### src/hw/rtl/ism_pkg.sv
`default_nettype none
// ----------------------------------------------------------------------------
// ism_pkg
// Shared types and constants of the integer stack machine: operation and
// status codes, cell commands and the control bundle for the cell chain.
// ----------------------------------------------------------------------------
package ism_pkg;

  localparam int unsigned DATA_W        = 64;
  localparam int unsigned OP_W          = 3;
  localparam int unsigned STATUS_W      = 2;
  localparam int unsigned DEPTH_OUT_W   = 8;
  localparam int unsigned DEFAULT_DEPTH = 128;

  typedef enum logic [OP_W-1:0] {
    OP_PUSH = 3'd0,
    OP_ADD  = 3'd1,
    OP_DUP  = 3'd2,
    OP_DUMP = 3'd3,
    OP_SHR  = 3'd4,
    OP_SHL  = 3'd5
  } op_e;

  typedef enum logic [STATUS_W-1:0] {
    ST_OK    = 2'd0,
    ST_UNDER = 2'd1,
    ST_OVER  = 2'd2
  } status_e;

  // What a cell loads at the next edge
  typedef enum logic [1:0] {
    CELL_HOLD = 2'd0,
    CELL_PREV = 2'd1,   // from the neighbor nearer the top (push direction)
    CELL_NEXT = 2'd2    // from the neighbor farther from the top (pop direction)
  } cell_cmd_e;

  typedef struct packed {
    cell_cmd_e         top_cmd;
    cell_cmd_e         rest_cmd;
    logic [DATA_W-1:0] top_value;
  } cell_ctrl_t;

endpackage

`default_nettype wire

### src/hw/rtl/ism_ctrl.sv
`default_nettype none
// ----------------------------------------------------------------------------
// ism_ctrl
// Instruction decode, depth counter, top-of-stack arithmetic and result
// registers. Drives the shift commands of the cell chain.
// ----------------------------------------------------------------------------
module ism_ctrl #(
  parameter int unsigned StackDepth = ism_pkg::DEFAULT_DEPTH
) (
  input  wire logic                           clk_i,
  input  wire logic                           rst_ni,
  input  wire logic                           start_i,
  input  wire logic [ism_pkg::OP_W-1:0]       operation_i,
  input  wire logic [ism_pkg::DATA_W-1:0]     push_value_i,
  input  wire logic [ism_pkg::DATA_W-1:0]     top_i,
  input  wire logic [ism_pkg::DATA_W-1:0]     second_i,
  output ism_pkg::cell_ctrl_t                 cell_ctrl_o,
  output logic                                done_o,
  output logic                                dump_valid_o,
  output logic      [ism_pkg::DATA_W-1:0]     dump_value_o,
  output logic      [ism_pkg::STATUS_W-1:0]   status_o,
  output logic      [ism_pkg::DEPTH_OUT_W-1:0] stack_depth_o
);

  localparam int unsigned DepthW = $clog2(StackDepth + 1);

  logic [DepthW-1:0]          cnt_d, cnt_q;
  logic                       done_q;
  logic                       dump_valid_d, dump_valid_q;
  logic [ism_pkg::DATA_W-1:0] dump_value_d, dump_value_q;
  ism_pkg::status_e           status_d, status_q;
  ism_pkg::cell_ctrl_t        cell_ctrl;
  logic                       empty, full, below_two;
  logic [DepthW+ism_pkg::DEPTH_OUT_W-1:0] cnt_ext;

  assign empty     = (cnt_q == '0);
  assign full      = (cnt_q == DepthW'(StackDepth));
  assign below_two = (cnt_q < DepthW'(2));

  always_comb begin
    cnt_d                 = cnt_q;
    status_d              = ism_pkg::ST_OK;
    dump_valid_d          = 1'b0;
    dump_value_d          = '0;
    cell_ctrl.top_cmd     = ism_pkg::CELL_HOLD;
    cell_ctrl.rest_cmd    = ism_pkg::CELL_HOLD;
    cell_ctrl.top_value   = push_value_i;
    if (start_i) begin
      case (ism_pkg::op_e'(operation_i))
        ism_pkg::OP_PUSH: begin
          if (full) begin
            status_d = ism_pkg::ST_OVER;
          end else begin
            cell_ctrl.top_cmd  = ism_pkg::CELL_PREV;
            cell_ctrl.rest_cmd = ism_pkg::CELL_PREV;
            cnt_d              = cnt_q + DepthW'(1);
          end
        end
        ism_pkg::OP_ADD: begin
          if (below_two) begin
            status_d = ism_pkg::ST_UNDER;
          end else begin
            cell_ctrl.top_cmd   = ism_pkg::CELL_PREV;
            cell_ctrl.rest_cmd  = ism_pkg::CELL_NEXT;
            cell_ctrl.top_value = top_i + second_i;
            cnt_d               = cnt_q - DepthW'(1);
          end
        end
        ism_pkg::OP_DUP: begin
          if (empty) begin
            status_d = ism_pkg::ST_UNDER;
          end else if (full) begin
            status_d = ism_pkg::ST_OVER;
          end else begin
            // cell 1 picks up the old top from cell 0, cell 0 reloads it
            cell_ctrl.top_cmd   = ism_pkg::CELL_PREV;
            cell_ctrl.rest_cmd  = ism_pkg::CELL_PREV;
            cell_ctrl.top_value = top_i;
            cnt_d               = cnt_q + DepthW'(1);
          end
        end
        ism_pkg::OP_DUMP: begin
          if (empty) begin
            status_d = ism_pkg::ST_UNDER;
          end else begin
            cell_ctrl.top_cmd  = ism_pkg::CELL_NEXT;
            cell_ctrl.rest_cmd = ism_pkg::CELL_NEXT;
            dump_valid_d       = 1'b1;
            dump_value_d       = top_i;
            cnt_d              = cnt_q - DepthW'(1);
          end
        end
        ism_pkg::OP_SHR: begin
          if (empty) begin
            status_d = ism_pkg::ST_UNDER;
          end else begin
            cell_ctrl.top_cmd   = ism_pkg::CELL_PREV;
            cell_ctrl.top_value = {top_i[ism_pkg::DATA_W-1], top_i[ism_pkg::DATA_W-1:1]};
          end
        end
        ism_pkg::OP_SHL: begin
          if (empty) begin
            status_d = ism_pkg::ST_UNDER;
          end else begin
            cell_ctrl.top_cmd   = ism_pkg::CELL_PREV;
            cell_ctrl.top_value = {top_i[ism_pkg::DATA_W-2:0], 1'b0};
          end
        end
        default: begin
          // unused codes: no-op, status ok
        end
      endcase
    end
  end

  always_ff @(posedge clk_i or negedge rst_ni) begin
    if (!rst_ni) begin
      cnt_q        <= '0;
      done_q       <= 1'b0;
      dump_valid_q <= 1'b0;
      status_q     <= ism_pkg::ST_OK;
    end else begin
      cnt_q        <= cnt_d;
      done_q       <= start_i;
      dump_valid_q <= dump_valid_d;
      status_q     <= status_d;
    end
  end

  always_ff @(posedge clk_i) begin
    dump_value_q <= dump_value_d;
  end

  assign cnt_ext       = {{ism_pkg::DEPTH_OUT_W{1'b0}}, cnt_q};
  assign cell_ctrl_o   = cell_ctrl;
  assign done_o        = done_q;
  assign dump_valid_o  = dump_valid_q;
  assign dump_value_o  = dump_value_q;
  assign status_o      = status_q;
  assign stack_depth_o = cnt_ext[ism_pkg::DEPTH_OUT_W-1:0];

`ifndef ASSERT_OFF
  a_depth_bound: assert property (@(posedge clk_i) disable iff (!rst_ni)
    cnt_q <= DepthW'(StackDepth))
    else $error("stack depth above capacity");

  a_done_follows_start: assert property (@(posedge clk_i) disable iff (!rst_ni)
    start_i |=> done_q)
    else $error("accepted word gave no result");

  a_error_keeps_depth: assert property (@(posedge clk_i) disable iff (!rst_ni)
    start_i && status_d != ism_pkg::ST_OK |=> $stable(cnt_q))
    else $error("faulting instruction changed depth");

  a_idle_keeps_depth: assert property (@(posedge clk_i) disable iff (!rst_ni)
    !start_i |=> $stable(cnt_q))
    else $error("depth changed without an instruction");

  a_dump_ok: assert property (@(posedge clk_i) disable iff (!rst_ni)
    dump_valid_q |-> done_q && status_q == ism_pkg::ST_OK)
    else $error("dump word flagged without a good result");
`endif

endmodule

`default_nettype wire

### config.mk
export PLATFORM = sky130hd
export DESIGN_NAME = ism_ctrl
export DESIGN_NICKNAME = d
export VERILOG_FILES = /design/src/hw/rtl/ism_pkg.sv /design/src/hw/rtl/ism_ctrl.sv
export SDC_FILE = /design/constraint.sdc
export NUM_CORES = 1
export LEC_CHECK = 0
export CORE_AREA = 2 2 133 135
export DETAILED_ROUTE_END_ITERATION = 10
export DIE_AREA = 0 0 135 137
export DONT_BUFFER_PORTS = 1
export GPL_TIMING_DRIVEN = 0
export HOLD_SLACK_MARGIN = 0.05
export PLACE_DENSITY = 0.67
export SYNTH_ARGS = -nofsm -noshare
export SYNTH_HDL_FRONTEND = slang
export SYNTH_SLANG_ARGS = --single-unit
### constraint.sdc
create_clock -name clk_i -period 2.8 [get_ports clk_i]
set_clock_uncertainty 0.1 [all_clocks]
set_input_delay 0 -clock clk_i [delete_from_list [all_inputs] [get_ports clk_i]]
set_output_delay 0 -clock clk_i [all_outputs]
set_load 0.05 [all_outputs]
# Word level (Yosys, flattened, before mapping)
# Index checks and enable logic that the tools add are counted.
[classes] magnitude_cmp=1 eq_ne=9 addsub=3 muxes=26 bitwise=2 n_reduce_logical=7
[op_table] operator="64-bit one-hot mux with 4 select lines" n=1
[op_table] operator="68-bit 2-to-1 mux" n=2
[op_table] operator="67-bit 2-to-1 mux" n=2
[op_table] operator="64-bit 2-to-1 mux" n=2
[op_table] operator="64-bit adder" n=1
[op_table] operator="8-bit 2-to-1 mux" n=4
[op_table] operator="8-bit one-hot mux with 4 select lines" n=1
[op_table] operator="2-bit one-hot mux with 4 select lines" n=2
[op_table] operator="2-bit one-hot mux with 5 select lines" n=1
[op_table] operator="8-bit by 1-bit adder with 8-bit output, second input constant" n=1
[op_table] operator="8-bit == test, second input constant" n=1
[op_table] operator="8-bit logical NOT" n=1
[op_table] operator="8-bit by 2-bit less-than comparator with 1-bit output, second input constant" n=1
[op_table] operator="8-bit by 1-bit subtractor with 8-bit output, second input constant" n=1
[op_table] operator="3-bit by 2-bit == test with 1-bit output, second input constant" n=2
[op_table] operator="3-bit == test, second input constant" n=2
[op_table] operator="1-bit 2-to-1 mux" n=6
[op_table] operator="2-bit 2-to-1 mux" n=3
[op_table] operator="2-bit != test, second input constant" n=3
[op_table] operator="3-bit OR reduction" n=2
[op_table] operator="5-bit AND reduction" n=1
[op_table] operator="4-bit 2-to-1 mux" n=1
[op_table] operator="4-bit nonzero test" n=1
[op_table] operator="3-bit by 1-bit == test with 1-bit output, second input constant" n=1
[op_table] operator="4 further kinds" n=5
[word_totals] output_inout_bits=144 regBits=76 in_bits=198 elab_cells=53

# Longest topological paths before layout
[depth] ltp_word=5 ltp_mapped=13 mapped_depth_nobuf=13

# Worst setup path before layout
# No wires, ideal clock.
[synth_timing] path_type="reg-to-output" startpoint="register cnt_q[3] (netlist: stack_depth_o[3])" endpoint="output port cell_ctrl_o[10] in the netlist's numbering" required_time_ns=2.700 stages_incl_launch_ff=10 arrival_time_ns=3.343 n_path_buf=3 slack_ns=-0.643 path_cell_list="dfrtp_1 -> nor4_1 -> nand2_1 -> or3_1 -> clkbuf_1 -> clkbuf_1 -> clkbuf_1 -> a21oi_1 -> a222oi_1 -> o21ai_0"
[synth_lines] item="start, declared" line_no="ism_ctrl.sv:27" text="logic [DepthW-1:0] cnt_d, cnt_q;"
[synth_lines] item="start signal, assigned" line_no="ism_ctrl.sv:123" text="cnt_q <= cnt_d;"
[synth_lines] item="end, declared" line_no="ism_ctrl.sv:17" text="output ism_pkg::cell_ctrl_t cell_ctrl_o,"

==> impl_metrics.tcl <==
set metrics [dict create \
    io-pin-count 342 \
    syn_area_per_cell_um2 7.45 \
    synth_simple_gate_area_frac 0.181 \
    synth_edf_count 0 \
    worstHoldPathType "input pin to primary output" \
    synthAdderAreaFrac 0.102 \
    max_cap_violations 0 \
    drtPass1Iterations 9 \
    hold_path_end "cell_ctrl_o[3]" \
    synth_compound_area_frac 0.340 \
    power_mw 5.84 \
    wl_per_cell_um 27.9 \
    place_area_mm2 0.00941 \
    wl_um 43900 \
    grt_util_met2 0.717 \
    r2r_start "stack_depth_o[6]" \
    met3_usage 0.126 \
    synth_top_family_by_area "compound AO/OA/AOI/OAI gates" \
    critPathKind "flip-flop to primary output" \
    multi_input_area_mm2 0.00827 \
    fin_area_mm2 0.0129 \
    areaGrowthSynthToFinish_pct 45.3 \
    cp_max_fo 4 \
    drive_gt1_frac 0.246 \
    critical_path.startpoint "stack_depth_o[6]" \
    start_kind "flip-flop" \
    synth.area.top_cells "dfxtp_1, ha_1, o21ai_0, a21oi_1, mux2i_1" \
    failed_checks "negative setup slack" \
    grt_pass1_wl_um 63400 \
    io_buffers 0 \
    grt_use_total 0.447 \
    synthXorXnorAreaFrac 0.0681 \
    die_w_um 135 \
    rrSetupSlack_ns 0 \
    dieArea_mm2 0.0185 \
    gp_congestion 0.964 \
    pwr_density_cell_mw_per_mm2 453 \
    setup_viol 64 \
    clkTransAtPathRegs_ns 0.06 \
    critPathRequiredTime_ns 2.70 \
    grt_max_degree 15 \
    clk_latency_ns 0.36 \
    clock-sinks 76 \
    antenna_found_initial 3 \
    drt_iter0_markers 1237 \
    first_global_vias 11000 \
    rr_worst_depth 10 \
    worst_pin_slew_ns 1.46 \
    remaining_drc_errors 0 \
    cp_data_arrival_time_ns 3.26 \
    vias_per_cell 7.08 \
    rsz0062_at_grt "yes" \
    ys_types 63 \
    slew_violations 0 \
    timing.fmax_ghz 0.297 \
    synthArstFlopShare 0.158 \
    overflow 0 \
    seqCellArea_mm2 0.00159 \
    core_area_mm2 0.0171 \
    netlist_instances 1191 \
    die_h_um 137 \
    drtAntennaViolNets 0 \
    end_kind "primary output" \
    syn_nets 1460 \
    synth_area_mm2 0.00887 \
    root_buffer "clkbuf_16" \
    cts_tree "done" \
    synth-main-ff-cell "dfxtp_1" \
    ir_drop_v 0.000548 \
    final_common_cell "a21oi_1" \
    dpl.hpwl_um 28800 \
    start_util 0.520 \
    synth.area.mux_share 0.0819 \
    synth_area_leader_cell "dfxtp_1" \
    min_from "push_value_i[3]" \
    final_cell_mix "a21oi_1, nand2_1, o21ai_0, dlygate4sd3_1" \
    finalCritPeriodShare 1.20 \
    htree_levels 3 \
    vias 11200 \
    row_count 48 \
    fin_hold_ws_ns 0.0703 \
    synth_seq_cells 76 \
    reg2reg_to "status_o[0]" \
    relSlewSlack 0.0234 \
    tns_ns -23.47 \
    worst_slack_ns -0.564 \
    preCtsSetupSlack_ns -1.52 \
    leakagePower_nw 4.99 \
    numCtsBuffers 9 \
    finalHoldViolCount 0 \
    synth_top_cell_area_share 0.144 \
    fin_crit_ns 3.36 \
    whs_path_depth 2 \
    clockBufferDepth 2 \
    layout.nets 1612 \
    yosysWarnings 0 \
    yosysSeqAreaShare 0.178 \
    globalRouteMet1Util 0.522 \
    status "complete, but fails checks" \
    fillCellCount 1249 \
    grt-busiest-layer "met2" \
]
-- worst max-delay path, stage by stage, from the launching register on --
cell       delay, ns
dfrtp_2         0.54
nor4_4          0.36
nand2_2         0.12
or3_4           0.41
clkbuf_16       0.17
buf_12          0.13
a211oi_2        0.20
a21oi_1         0.06
o211ai_1        0.91
-- sequential cells by signal, summed over array words and instances, names as in the netlist --
register / count
dump_value_o: 64
stack_depth_o: 8
status_o: 2
done_o: 1
dump_valid_o: 1
-- power breakdown --
part,switching [mW],leakage [nW],internal [mW]
Sequential,0.378,0.657,1.17
Clock,0.558,0.142,0.723
Combinational,1.89,4.20,1.12
-- synthesized netlist by cell type, drive strengths merged, types with 3 or more instances --
| master | count |
|---|---|
| a21o | 27 |
| o21bai | 19 |
| o21a | 5 |
| dfrtp | 12 |
| ha | 69 |
| o221ai | 16 |
| a211oi | 19 |
| o2bb2ai | 4 |
| or3 | 3 |
| and4 | 4 |
| nor4 | 4 |
| clkbuf | 78 |
| and2 | 67 |
| xnor2 | 48 |
| inv | 23 |
| o31ai | 3 |
| o21ai | 144 |
| a22oi | 10 |
| o22ai | 3 |
| nand2 | 94 |
| nand3b | 3 |
| nand2b | 7 |
| dfxtp | 64 |
| o211ai | 12 |
| mux2 | 13 |
| nor3 | 16 |
| a211o | 4 |
| nor2b | 8 |
| a21oi | 133 |
| nand4 | 19 |
| a221oi | 11 |
| a31oi | 7 |
| mux2i | 58 |
| buf | 12 |
| a222oi | 35 |
| nor2 | 67 |
| and3 | 5 |
| nand3 | 23 |
| xor2 | 21 |
-- per-stage QoR --
stage          std cells  utilization
5_1_grt             1576        0.756
3_5_place_dp        1416        0.551
4_1_cts             1561        0.734
3_3_place_gp        1416        0.551
6_report            1576        0.756
2_1_floorplan       1191            -
-- layout make-up --
cell class,instances,area share
Antenna cell,3,0.000582
Buffer,84,0.0620
Clock buffer,10,0.0185
Clock inverter,6,0.00544
Inverter,23,0.00670
Multi-Input combinational cell,1002,0.642
Sequential cell,76,0.123
Tap cell,225,0.0218
Timing Repair Buffer,147,0.120
-- logic make-up after synthesis --
logic type               count (synthesis)
AO/OA/AOI/OAI                          466
XOR/XNOR                                69
adder cells (fa/ha/maj)                 71
buffers and inverters                  113
AND/OR/NAND/NOR                        325
multiplexers                            71
flip-flops                              76
-- routing by layer --
metal,part of all wire,up-vias
met2,0.45,868
met5,0,-
met3,0.12,248
li1,-,4796
met4,0.072,0
met1,0.36,5253
-- worst max path at each step --
| stage | endpoint | slack, ns | depth (start not counted) |
|---|---|---|---|
| floorplan | cell_ctrl_o[18] | -0.26 | 8 |
| global placement | cell_ctrl_o[18] | -1.53 | 8 |
| detailed placement | cell_ctrl_o[18] | -1.52 | 8 |
| CTS | cell_ctrl_o[49] | -0.51 | 8 |
| global route | cell_ctrl_o[49] | -0.63 | 8 |
| finish | cell_ctrl_o[49] | -0.56 | 8 |
-- timing repair --
action | 4_1_cts | 5_1_grt
pin swaps | 104 | 87
setup endpoints to repair | 135 | 125
resized for setup | 301 | 74
hold endpoints to repair | 80 | 0
buffers inserted | 56 | 15
cloned | 8 | 5
hold buffers | 71 | 0
Power figures use the tool's default switching activity.
